--- src/hdl/dsq_pkg.sv ---
package dsq_pkg;

    // Width of one DShot frame and of the value it carries.
    localparam int FRAME_W = 16;
    localparam int VALUE_W = 11;
    localparam int MAX_LINES = 4;

    // Speed handling: saturation limit and the offset into the throttle range.
    localparam logic [VALUE_W-1:0] SPEED_MAX = 11'd1999;
    localparam logic [VALUE_W-1:0] SPEED_BASE = 11'd48;

    // Last third of a bit and last bit of a frame.
    localparam logic [1:0] LAST_THIRD = 2'd2;
    localparam logic [3:0] LAST_BIT = 4'd15;

    // Toggle pattern over the three thirds of a bit, third 0 in bit 0.
    localparam logic [2:0] TOGGLE_ZERO = 3'b011;
    localparam logic [2:0] TOGGLE_ONE = 3'b101;

    typedef enum logic [1:0] {
        FUNC_TICK    = 2'd0,
        FUNC_COMMAND = 2'd1,
        FUNC_SPEEDS  = 2'd2,
        FUNC_NONE    = 2'd3
    } func_t;

    typedef struct packed {
        func_t                             func;
        logic [VALUE_W-1:0]                command;
        logic [1:0]                        motor;
        logic [MAX_LINES-1:0][VALUE_W-1:0] speed;
    } item_t;

    typedef struct packed {
        logic [MAX_LINES-1:0] line_levels;
        logic                 busy_res;
        logic                 accepted;
    } result_t;

    // Builds a frame: value, a zero telemetry bit, then the nibble checksum.
    function automatic logic [FRAME_W-1:0] build_frame(input logic [VALUE_W-1:0] value);
        logic [VALUE_W:0] shifted;
        logic [3:0]       crc;
        shifted = {value, 1'b0};
        crc = shifted[3:0] ^ shifted[7:4] ^ shifted[11:8];
        return {shifted, crc};
    endfunction

    // Whether a line toggles in the given third of a bit.
    function automatic logic toggle_for(input logic bit_value, input logic [1:0] third);
        logic [2:0] pattern;
        logic       result;
        pattern = bit_value ? TOGGLE_ONE : TOGGLE_ZERO;
        case (third)
            2'd0:    result = pattern[0];
            2'd1:    result = pattern[1];
            2'd2:    result = pattern[2];
            default: result = 1'b0;
        endcase
        return result;
    endfunction

endpackage

--- src/hdl/dsq_frame_builder.sv ---
module dsq_frame_builder (
    input  dsq_pkg::item_t                                              item,
    output logic [dsq_pkg::FRAME_W-1:0]                                 cmd_frame,
    output logic [dsq_pkg::MAX_LINES-1:0][dsq_pkg::FRAME_W-1:0]         speed_frames
);
    import dsq_pkg::*;

    // Command frame straight from the 11-bit value.
    assign cmd_frame = build_frame(item.command);

    // Speed frames: saturate, add the throttle offset, then frame.
    always_comb begin
        logic [VALUE_W-1:0] clipped;
        for (int n = 0; n < MAX_LINES; n++) begin
            clipped = (item.speed[n] > SPEED_MAX) ? SPEED_MAX : item.speed[n];
            speed_frames[n] = build_frame(clipped + SPEED_BASE);
        end
    end

endmodule

--- src/hdl/dsq_line_engine.sv ---
module dsq_line_engine #(
    parameter int NUM_LINES = 4
) (
    input  logic                                                aclk,
    input  logic                                                aresetn,
    input  logic                                                item_valid,
    output logic                                                item_ready,
    input  dsq_pkg::item_t                                      item,
    input  logic [dsq_pkg::FRAME_W-1:0]                         cmd_frame,
    input  logic [dsq_pkg::MAX_LINES-1:0][dsq_pkg::FRAME_W-1:0] speed_frames,
    output logic                                                res_valid,
    input  logic                                                res_ready,
    output dsq_pkg::result_t                                    res
);
    import dsq_pkg::*;

    logic [NUM_LINES-1:0][FRAME_W-1:0] frame_reg;
    logic [NUM_LINES-1:0][FRAME_W-1:0] frame_next;
    logic [MAX_LINES-1:0]              active_reg, active_next;
    logic [3:0]                        bit_index_reg, bit_index_next;
    logic [1:0]                        third_reg, third_next;
    logic                              sending_reg, sending_next;
    logic [MAX_LINES-1:0]              levels_reg, levels_next;
    logic                              valid_reg;
    result_t                           res_reg, res_next;
    logic                              take;
    logic                              motor_ok;
    logic [MAX_LINES-1:0]              toggles;

    // The result register frees up when empty or when its result is taken.
    assign item_ready = !valid_reg || res_ready;
    assign take = item_valid && item_ready;
    assign motor_ok = {1'b0, item.motor} < 3'(NUM_LINES);

    // Toggles for the current third on every active line.
    always_comb begin
        toggles = '0;
        for (int n = 0; n < NUM_LINES; n++) begin
            toggles[n] = active_reg[n] && toggle_for(frame_reg[n][~bit_index_reg], third_reg);
        end
    end

    // Next state and result for the request being taken.
    always_comb begin
        frame_next = frame_reg;
        active_next = active_reg;
        bit_index_next = bit_index_reg;
        third_next = third_reg;
        sending_next = sending_reg;
        levels_next = levels_reg;
        res_next.accepted = 1'b0;
        case (item.func)
            FUNC_TICK: begin
                if (sending_reg) begin
                    levels_next = levels_reg ^ toggles;
                    if (third_reg == LAST_THIRD) begin
                        third_next = '0;
                        if (bit_index_reg == LAST_BIT) begin
                            bit_index_next = '0;
                            sending_next = 1'b0;
                        end else begin
                            bit_index_next = bit_index_reg + 4'd1;
                        end
                    end else begin
                        third_next = third_reg + 2'd1;
                    end
                end
            end
            FUNC_COMMAND: begin
                if (!sending_reg && motor_ok) begin
                    active_next = '0;
                    for (int n = 0; n < NUM_LINES; n++) begin
                        if (item.motor == 2'(n)) begin
                            frame_next[n] = cmd_frame;
                            active_next[n] = 1'b1;
                        end
                    end
                    bit_index_next = '0;
                    third_next = '0;
                    sending_next = 1'b1;
                    res_next.accepted = 1'b1;
                end
            end
            FUNC_SPEEDS: begin
                if (!sending_reg) begin
                    active_next = '0;
                    for (int n = 0; n < NUM_LINES; n++) begin
                        frame_next[n] = speed_frames[n];
                        active_next[n] = 1'b1;
                    end
                    bit_index_next = '0;
                    third_next = '0;
                    sending_next = 1'b1;
                    res_next.accepted = 1'b1;
                end
            end
            default: begin
            end
        endcase
        res_next.line_levels = levels_next;
        res_next.busy_res = sending_next;
    end

    // Control state.
    always_ff @(posedge aclk) begin
        if (!aresetn) begin
            active_reg <= '0;
            bit_index_reg <= '0;
            third_reg <= '0;
            sending_reg <= 1'b0;
            levels_reg <= '0;
            valid_reg <= 1'b0;
        end else begin
            if (take) begin
                active_reg <= active_next;
                bit_index_reg <= bit_index_next;
                third_reg <= third_next;
                sending_reg <= sending_next;
                levels_reg <= levels_next;
                valid_reg <= 1'b1;
            end else if (res_ready) begin
                valid_reg <= 1'b0;
            end
        end
    end

    // Frame words and the result payload.
    always_ff @(posedge aclk) begin
        if (take) begin
            frame_reg <= frame_next;
            res_reg <= res_next;
        end
    end

    assign res_valid = valid_reg;
    assign res = res_reg;

endmodule

--- src/hdl/dshot_quad_transmitter.sv ---
// Four-line DShot transmitter. Each request is a timer tick, a command load for
// one motor, a speeds load for all lines, or a no-op; every request yields
// exactly one result with the line levels, the busy flag and whether a load
// started a frame. A load builds the 16-bit frame (value, zero telemetry bit,
// XOR nibble checksum) and is ignored while a frame is going out; each tick
// then advances one third of a bit, MSB first, so a frame takes 48 ticks. The
// block takes one request per clock cycle; a result passes through the input
// register and the result register, and the stream stalls only when the
// result side holds back tready.
module dshot_quad_transmitter #(
    parameter int NUM_LINES = 4
) (
    input  logic        aclk,
    input  logic        aresetn,
    input  logic        s_tvalid,
    output logic        s_tready,
    // command[10:0], motor[12:11], speed_0[23:13], speed_1[34:24],
    // speed_2[45:35], speed_3[56:46], zero fill [63:57]
    input  logic [63:0] s_tdata,
    // func[1:0]
    input  logic [1:0]  s_tuser,
    output logic        m_tvalid,
    input  logic        m_tready,
    // line_levels[3:0], busy_res[4], accepted[5], zero fill [7:6]
    output logic [7:0]  m_tdata
);
    import dsq_pkg::*;

    logic                              in_valid_reg;
    item_t                             in_item_reg;
    item_t                             in_item;
    logic                              eng_ready;
    logic [FRAME_W-1:0]                cmd_frame;
    logic [MAX_LINES-1:0][FRAME_W-1:0] speed_frames;
    result_t                           res;

    // Unpack the incoming request.
    always_comb begin
        in_item.func = func_t'(s_tuser);
        in_item.command = s_tdata[10:0];
        in_item.motor = s_tdata[12:11];
        in_item.speed[0] = s_tdata[23:13];
        in_item.speed[1] = s_tdata[34:24];
        in_item.speed[2] = s_tdata[45:35];
        in_item.speed[3] = s_tdata[56:46];
    end

    // Input register; it refills in the same cycle it hands its request on.
    assign s_tready = !in_valid_reg || eng_ready;

    always_ff @(posedge aclk) begin
        if (!aresetn) begin
            in_valid_reg <= 1'b0;
        end else begin
            if (s_tvalid && s_tready) begin
                in_valid_reg <= 1'b1;
            end else if (eng_ready) begin
                in_valid_reg <= 1'b0;
            end
        end
    end

    always_ff @(posedge aclk) begin
        if (s_tvalid && s_tready) begin
            in_item_reg <= in_item;
        end
    end

    dsq_frame_builder u_builder (
        .item         (in_item_reg),
        .cmd_frame    (cmd_frame),
        .speed_frames (speed_frames)
    );

    dsq_line_engine #(
        .NUM_LINES (NUM_LINES)
    ) u_engine (
        .aclk         (aclk),
        .aresetn      (aresetn),
        .item_valid   (in_valid_reg),
        .item_ready   (eng_ready),
        .item         (in_item_reg),
        .cmd_frame    (cmd_frame),
        .speed_frames (speed_frames),
        .res_valid    (m_tvalid),
        .res_ready    (m_tready),
        .res          (res)
    );

    // Pack the result.
    assign m_tdata = {2'b00, res.accepted, res.busy_res, res.line_levels};

endmodule

--- config.mk ---
export PLATFORM = sky130hd
export DESIGN_NAME = dshot_quad_transmitter
export DESIGN_NICKNAME = d
export VERILOG_FILES = /design/src/hdl/dsq_pkg.sv /design/src/hdl/dsq_frame_builder.sv /design/src/hdl/dsq_line_engine.sv /design/src/hdl/dshot_quad_transmitter.sv
export SDC_FILE = /design/constraint.sdc
export NUM_CORES = 1
export LEC_CHECK = 0
export BUFFER_PORTS_ARGS = -buffer_cell sky130_fd_sc_hd__buf_2
export CAP_MARGIN = 40
export CORE_MARGIN = 2
export CORE_UTILIZATION = 30
export DETAILED_ROUTE_END_ITERATION = 10
export PLACE_DENSITY = 0.57
export SLEW_MARGIN = 25
export SYNTH_ARGS = -nofsm -noshare
export SYNTH_HDL_FRONTEND = slang
export SYNTH_HIERARCHICAL = 1
export SYNTH_SLANG_ARGS = --single-unit
export TNS_END_PERCENT = 10
--- constraint.sdc ---
create_clock -name aclk -period 3.3 [get_ports aclk]
set_clock_uncertainty 0.15 [all_clocks]
set_input_delay 0.66 -clock aclk [delete_from_list [all_inputs] [get_ports aclk]]
set_output_delay 0.66 -clock aclk [all_outputs]
set_load 0.1 [all_outputs]
After elaboration in Yosys (flattened, before gate mapping) --
Cells that the tools add are included.
Word-level totals: bits in writable memories 0, output and inout port bits 10, register bits 146, logic and storage cells 140, memories 0, ROM bits 0, latch bits 0
Cells by class: shifts and indexed selects 0, bitwise logic cells 12, reduce and logical (&&, ||, !) cells 25, muxes and demuxes 54, equal/unequal tests 17, $add $sub $neg 6, divide/modulo/power cells 0, $lt $le $gt $ge 5, $mul 0
Operators by type and width (count):
- 2-to-1 mux 64 bit | 2
- one-hot mux 64 bit (2 select lines) | 1
- 2-to-1 mux 16 bit | 4
- adder 11 x 6 -> 11 bit, second input constant | 4
- greater-than comparator 11 bit, second input constant | 4
- 2-to-1 mux 11 bit | 4
- XOR 4 bit | 11
- 2-to-1 mux 4 bit | 8
- AND reduction 5 bit | 5
- binary-select mux 1 bit (select 4 bit) | 4
- 2-to-1 mux 1 bit | 16
- one-hot mux 4 bit (2 select lines) | 2
- 2-to-1 mux 3 bit | 4
- != test 2 x 1 -> 1 bit, second input constant | 6
- one-hot mux 1 bit (3 select lines) | 4
- == test 2 bit, second input constant | 4
- AND reduction 4 bit | 2
- nonzero test 2 bit | 4
- == test 2 x 1 -> 1 bit, second input constant | 3
- logical AND 1 bit | 6
- logical NOT 2 bit | 3
- 2-to-1 mux 2 bit | 3
- != test 2 bit, second input constant | 3
- less-than comparator 4 x 5 -> 1 bit, second input constant | 1
- 9 further kinds | 11

Longest topological paths before layout --
Gate-level depths: netlist of the first run.
depth in word-level cells 9, gate-level depth with buffers 12, mapped depth without buffers 10

Hierarchy --
The synthesis of the first run kept the hierarchy.
Modules (own cells, without submodules):
- dsq_line_engine | area each 4294.1 um2, instances 1, cells each 375, seq. area each 2422.3 um2
- dshot_quad_transmitter | area each 1848.0 um2, instances 1, cells each 67, seq. area each 1791.7 um2
- dsq_frame_builder | area each 1403.8 um2, instances 1, cells each 208, seq. area each 0.0 um2

Worst setup path before layout of the first run --
Ideal clock, no wire load.
path type register -> register, from register u_engine.valid_reg, in the netlist u_engine/res_valid, to register u_engine/frame_reg[0] (netlist name) (enable), path buffers 1, slack 289 ps, stages on the path, launching flop included 7, data required time 2756 ps, arrival 2467 ps, cells stage by stage dfxtp_1 > nor2b_1 > inv_1 > and2_1 > clkbuf_1 > nand2b_1 > a21oi_1
On the way: word-level cells in the longest chain between the ends 4
RTL lines:
- start, declared | RTL line dsq_line_engine.sv:24 | logic valid_reg;
- start signal, assigned | RTL line dsq_line_engine.sv:112 | valid_reg <= 1'b0;
- start signal, assigned | RTL line dsq_line_engine.sv:120 | valid_reg <= 1'b1;
- start signal, assigned | RTL line dsq_line_engine.sv:122 | valid_reg <= 1'b0;
- logical NOT 1 bit | RTL line dsq_line_engine.sv:31 | assign item_ready = !valid_reg || res_ready;
- logical OR 1 bit | RTL line dsq_line_engine.sv:31
- net eng_ready | RTL line dshot_quad_transmitter.sv:32 | logic eng_ready;
- logical AND 1 bit | RTL line dsq_line_engine.sv:32 | assign take = item_valid && item_ready;
- net u_engine.take | RTL line dsq_line_engine.sv:26 | logic take;
- AND reduction 5 bit (no line)
- end signal, assigned | RTL line dsq_line_engine.sv:130 | frame_reg <= frame_next;
- end, declared | RTL line dsq_line_engine.sv:17 | logic [NUM_LINES-1:0][FRAME_W-1:0] frame_reg;
The timed path passes the listed nets, and every way through them passes these cells. A chain may end at the register's enable or synchronous reset.

Worst setup path after layout of the first run --
from register in_item_reg[57] (netlist name), to register u_engine.bit_index_reg[2]
On the way: word-level cells in the longest chain between the ends 4, elaborated cells on any way between the ends 10, classes of those cells eq/ne (5); mux (1); reduce/logical (4)
RTL lines:
- start, declared | RTL line dshot_quad_transmitter.sv:30 | item_t in_item_reg;
- start signal, assigned | RTL line dshot_quad_transmitter.sv:65 | in_item_reg <= in_item;
- == test 2 x 1 -> 1 bit / == test 2 bit (equally long branches) | RTL line dsq_line_engine.sv:52 | case (item.func)
- OR reduction 2 bit (no line)
- != test 2 bit (no line) / nonzero test 2 bit (equally long branches)
- AND reduction 5 bit (no line)
- end signal, assigned | RTL line dsq_line_engine.sv:116 | bit_index_reg <= bit_index_next;
- end, declared | RTL line dsq_line_engine.sv:20 | logic [3:0] bit_index_reg, bit_index_next;
Several ways; a longest one is shown, not always the timed one.

==> results of run 1 <==
[metal layers]
metal / wire, microns / vias up / global-route usage
li1: - / 2389 / -
met3: 698 / 10 / 0.0308
met2: 7080 / 117 / 0.194
met4: 172 / 0 / 0.0366
met1: 7340 / 2214 / 0.161
met5: 0 / - / 0
[power groups by stage]
| stage | sequential [W] | clock [W] | combinational, W |
|---|---|---|---|
| after floorplan | 0.00222 | 0 | 0.000322 |
| after global placement | 0.00221 | 0 | 0.000443 |
| after detailed placement | 0.00221 | 0 | 0.000446 |
| after CTS | 0.00217 | 0.00198 | 0.000447 |
| after global routing | 0.00218 | 0.00206 | 0.000498 |
| final | 0.00217 | 0.00193 | 0.000447 |
[cell type report]
cell class                 instances  area share
tap                              330      0.0474
clock inverter                    12      0.0181
inverter                          13     0.00561
clock buffer                      18      0.0493
timing repair buffer              79      0.0503
multi-input combinational        448       0.345
sequential                       146       0.484
[how the worst max path moves through the flow]
stage,from,to,slack [ns],cells past startpoint
global placement,u_engine/bit_index_reg[2],u_engine/res[2],0.56,5
finish,in_item_reg[57],u_engine/bit_index_reg[2],0.59,7
detailed placement,u_engine/bit_index_reg[1],u_engine/res[3],0.63,6
floorplan,u_engine/res_valid,u_engine/frame_reg[0],0.29,6
CTS,u_engine/bit_index_reg[1],u_engine/res[2],0.61,6
global route,in_item_reg[58],u_engine/bit_index_reg[2],0.38,7
[through the flow]
step | cell area, sq um | std cells | power, W
3_5_place_dp | 8100 | 1015 | 0.00266
2_1_floorplan | 7560 | 655 | 0.00254
4_1_cts | 8680 | 1045 | 0.00460
5_1_grt | 8700 | 1046 | 0.00474
6_report | 8700 | 1046 | 0.00455
3_3_place_gp | 8080 | 1014 | 0.00266
[kinds of logic after synthesis]
group / count (synthesis) / synth area share
compound gates: 67 / 0.0590
flops: 146 / 0.558
other cells: 2 / 0.000995
simple gates: 271 / 0.165
buf+inv: 61 / 0.0464
mux: 45 / 0.0978
fa+ha+maj: 9 / 0.0149
xor+xnor: 49 / 0.0569
[cells in the mapped netlist (all sizes together), types with 8 or more instances]
| library cell | count |
|---|---|
| mux4 | 20 |
| mux2i | 19 |
| xor2 | 11 |
| xnor2 | 38 |
| nor2b | 10 |
| nand2b | 19 |
| nand4 | 8 |
| a21oi | 14 |
| nor2 | 17 |
| inv | 12 |
| dfxtp | 17 |
| edfxtp | 129 |
| or2 | 9 |
| buf | 29 |
| o21ai | 20 |
| nand2 | 174 |
| ha | 9 |
| clkbuf | 19 |
| nand3 | 11 |
==> results.md, run 1 <==
* Slew @ Worst Pin at 0.760 ns
* Post-Syn Instances at 650
* Vias at 4730
* CP max FO at 8
* Hold Path Cell Cnt at 1
* Cell taking the most area after synthesis: edfxtp_1
* Combinational Power Share at 0.098
* TritonCTS Buffers at 17
* WL/cell at 14.6 microns
* Max reg flops at 64
* Critical R2R Launch: in_item_reg[57]
* Layout overhead on the synthesized area at 15.3%
* CP required at 3.49 ns
* Crit share post-route at 0.820
* Period minus WS final at 2.71 ns
* Synth Flop Type: edfxtp_1
* Final worst setup slack at 0.593 ns
* Worst hold slack at 0.263 ns
* Filler cells at 2544
* Arr. time, crit path at 2.90 ns
* IO Count at 80
* Post-DRT Antenna Nets at 0
* Hold Path Sink: in_item_reg[4]
* Share of layout cells above drive strength 1 at 0.196
* Flop pwr share at 0.478
* GR Util All Layers at 0.121
* RSZ-0062 raised after global routing: false
* HPWL Detailed at 10.6 mm
* Peak VDD IR at 0.304 mV
* Clock network power share at 0.424
* Hold Vio Cnt, Final at 0
* Post-layout util at 0.349
* Largest net degree at the start of global routing at 69
* Max_slew headroom at 0.487
* P_int at 0.00347 W
* DRC violations left at 0
* Clk_lat worst skew at 0.42 ns
* R2R cell count at 7
* Startpoint types: flip-flop
* MaxCap Viol Count at 0
* Die W at 163 microns
* Slowest CP cell: or4b_2
* Routability cong. at 0.746
* FF+latch area at 4210 sq um
* Area of the multi-input gates at 3000 sq um
* Drt pass-1 iters at 5
* Min-Delay Path Class: input port to flip-flop
* Critical-path cell list: inv_1 -> ha_1 -> nand2_1 -> nor3_1 -> o21ai_0 -> or4b_2 -> a21boi_0
* Clock sinks at 146
* #FFs+latches synth at 146
* Asr flop ratio synth at 0
* Sequential area share after synthesis at 0.558
* Initial antenna violation count at 0
* Netlist cell types at 56
* Critical R2R Capture: u_engine/bit_index_reg[2]
* Status: finished, final reports clean
* Most frequent cells in the layout: nand2_1, edfxtp_1, buf_2, xnor2_1, o21ai_0
* Fin. max-slew vios at 0
* P per Cell Area at 523 nW/um^2
* First-pass GRT wire length at 24.3 mm
* Switching share of power at 0.238
* F_max at 369 MHz
* # diodes at 0
* Die height at 163 microns
* Core area at 25000 sq um
* Grt total ovfl at 0
* Crit-path leading delay family: simple AND/OR/NAND/NOR gates
* HP Start: s_tdata[17]
* Ranking of synthesized cells by area: edfxtp_1, nand2_1, dfxtp_1
* Leakage at 3.41 nW
* Worst-path clk slew at 0.06 ns
* Vias in the first global route at 4575
* Post-synth EDFFs at 129
* First DRT Iteration DRCs at 261
* CTS Hold Buffers Added at 0
* CTS tree: done
* Final TNS setup at 0 ns
* Fin nets at 784
* Worst Path Buf+Inv at 1
* Commonest non-fill, non-tap cell in the layout: nand2_1
* # H-tree levels at 4
* Clk root buf: clkbuf_16
* Via density at 4.52
* Synth Cell Area at 7550 sq um
* IO Port Bufs at 70
* Placement Setup Slack at 0.627 ns
* Crit Path Class: flip-flop to flip-flop
* R2r setup slk at 0.59 ns
* Final setup vio count at 0
* Starting density of the core at 0.302
* Post-synthesis area per instance at 11.6 sq um
* Routed WL at 15.3 mm
* Die Area at 26400 sq um
* Worst path max stage delay at 0.70 ns
* CP endpoint kind: flip-flop
* Max clock buf depth at 2
* # Post-CTS Setup Buffers at 0
* Warnings from Yosys at 6
* FP Rows at 58
* Post-CTS resize count at 0
* Top cell type's share of synthesized area at 0.513
* Psw at 0.00108 W
Note: power is estimated with default switching activity, not from simulation.
==> run 2: changes to the inputs <==
==> constraint.sdc (replaced) <==
create_clock -name aclk -period 2.6 [get_ports aclk]
set_clock_uncertainty 0.15 [all_clocks]
set_input_delay 0.52 -clock aclk [delete_from_list [all_inputs] [get_ports aclk]]
set_output_delay 0.52 -clock aclk [all_outputs]
set_load 0.1 [all_outputs]
==> results.md, run 2 (synthesis results as in run 1) <==
* Status: finished, final reports clean
* P per Cell Area at 636 nW/um^2 (+22%)
* CP endpoint kind: flip-flop
* Worst-path clk slew at 0.06 ns (about the same)
* Via density at 4.56 (+0.75%)
* P_int at 0.00429 W (+24%)
* # diodes at 0 (unchanged)
* WL/cell at 14.6 microns (+0.15%)
* RSZ-0062 raised after global routing: false
* Final setup vio count at 0 (unchanged)
* Switching share of power at 0.239 (+0.000538)
* Max reg flops at 64 (unchanged)
* Placed instance count at 1029 (+1.4%)
* Design Area, Final at 8870 sq um (+1.9%)
* Max_slew headroom at 0.599 (+0.113)
* HPWL Detailed at 10.9 mm (+2.6%)
* Fin. max-slew vios at 0 (unchanged)
* Vias in the first global route at 4733 (+3.5%)
* Core area at 25000 sq um (unchanged)
* Post-route non-filler standard cell count at 1061 (+1.4%)
* R2r setup slk at 0.10 ns (-0.49 ns)
* Arr. time, crit path at 2.50 ns (-0.40 ns)
* Clock sinks at 146 (unchanged)
* Combinational Power Share at 0.106 (+0.008)
* Initial antenna violation count at 0 (unchanged)
* First-pass GRT wire length at 25.1 mm (+3.1%)
* TritonCTS Buffers at 17 (unchanged)
* IO Count at 80 (unchanged)
* Commonest non-fill, non-tap cell in the layout: nand2_1
* Total power at 0.00564 W (+24%)
* Share of layout cells above drive strength 1 at 0.223 (+0.0275)
* Flop pwr share at 0.487 (+0.009)
* Post-DRT Antenna Nets at 0 (unchanged)
* Starting density of the core at 0.302 (unchanged)
* Fin nets at 801 (+2.2%)
* F_max at 400 MHz (+8.3%)
* MaxCap Viol Count at 0 (unchanged)
* Routability cong. at 0.755 (+1.2%)
* First DRT Iteration DRCs at 292 (+12%)
* Min-Delay Path Class: input port to flip-flop
* Leakage at 3.48 nW (+2.2%)
* Die Area at 26400 sq um (unchanged)
* Clk root buf: clkbuf_16
* Vias at 4834 (+2.2%)
* Grt total ovfl at 0 (unchanged)
* Clk_lat worst skew at 0.42 ns (about the same)
* CTS tree: done
* Filler cells at 2507 (-1.5%)
* Hold Vio Cnt, Final at 0 (unchanged)
* CP max FO at 7 (-1)
* DRC violations left at 0 (unchanged)
* # Post-CTS Setup Buffers at 0 (unchanged)
* Crit share post-route at 0.961 (+0.141)
* Final TNS setup at 0 ns (unchanged)
* Max clock buf depth at 2 (unchanged)
* IO Port Bufs at 70 (unchanged)
* Die W at 163 microns (unchanged)
* GR Util All Layers at 0.124 (+0.00368)
* Peak VDD IR at 0.300 mV (-1.5%)
* Most frequent cells in the layout: nand2_1, edfxtp_1, buf_2, xnor2_1, o21ai_0
* # H-tree levels at 4 (unchanged)
* Largest net degree at the start of global routing at 65 (-5.8%)
* Period minus WS final at 2.50 ns (-0.207 ns)
* Drt pass-1 iters at 4 (-1)
* Layout overhead on the synthesized area at 17.5%
* Slew @ Worst Pin at 0.601 ns (-0.158 ns)
* Clock network power share at 0.407 (-0.017)
* Die height at 163 microns (unchanged)
* Routed WL at 15.5 mm (+1.6%)
* CP required at 2.60 ns (-0.89 ns)
* FP Rows at 58 (unchanged)
* Psw at 0.00135 W (+24%)
* Dpl cell area at 8240 sq um (+1.8%)
* Crit Path Class: flip-flop to flip-flop
* Startpoint types: flip-flop
==> run 2: changes by cell type in the layout (fill, tap and decap cells not counted), sizes merged <==
cell    delta
bufinv     -1
buf       +16
inv        -2
clkinv     +2
==> run 2: final timing paths <==
check                                                from                      to  depth (start not counted)
worst max-delay path            u_engine/bit_index_reg[1]         u_engine/res[2]                          6
worst min-delay path                          s_tdata[24]         in_item_reg[11]                          1
worst max register to register  u_engine/bit_index_reg[1]         u_engine/res[2]                          6
worst min register to register     u_engine/levels_reg[1]  u_engine/levels_reg[1]                          2
==> run 2: metal layers <==
layer,share of wire,global-route usage
met1,0.46,0.170
met2,0.47,0.200
met4,0.011,0.0342
met3,0.058,0.0278
met5,0,0
==> run 2: area by class of cell <==
type,count,area (sq um),area share
flip-flops and latches,146,4220,0.476
multi-input cells,448,3030,0.341
repair buffers,96,616,0.0694
clock buffers,17,425,0.0480
well taps,330,413,0.0466
clock inverters,11,118,0.0133
inverters,13,48.8,0.00550
==> run 2: stage by stage <==
| stage | util | hold slack [ns] | setup slack, ns |
|---|---|---|---|
| after floorplan | - | 0.308 | 0.0621 |
| after global placement | 0.329 | 0.319 | 0.0919 |
| after detailed placement | 0.330 | 0.330 | 0.0597 |
| after CTS | 0.352 | 0.106 | 0.0391 |
| after global routing | 0.355 | 0.107 | 0.0296 |
| final | 0.355 | 0.126 | 0.100 |
==> run 2: power by group through the flow <==
stage	logic (W)	registers [W]	clock network [W]
after floorplan	0.000410	0.00281	0
final	0.000599	0.00275	0.00229
after global routing	0.000670	0.00276	0.00246
after global placement	0.000588	0.00280	0
after CTS	0.000595	0.00275	0.00237
after detailed placement	0.000593	0.00280	0
==> run 2: repair_timing <==
item,4_1_cts,5_1_grt
gates resized for setup,0,6
endpoints found under the setup margin,0,9
hold buffers,0,0
==> run 2: critical path, stage by stage (launching register included) <==
cell and delay, ns:
dfxtp_4 0.38, buf_12 0.13, mux4_1 0.57, mux4_2 0.55, mux2i_1 0.17, nand4_1 0.13, xnor2_1 0.16
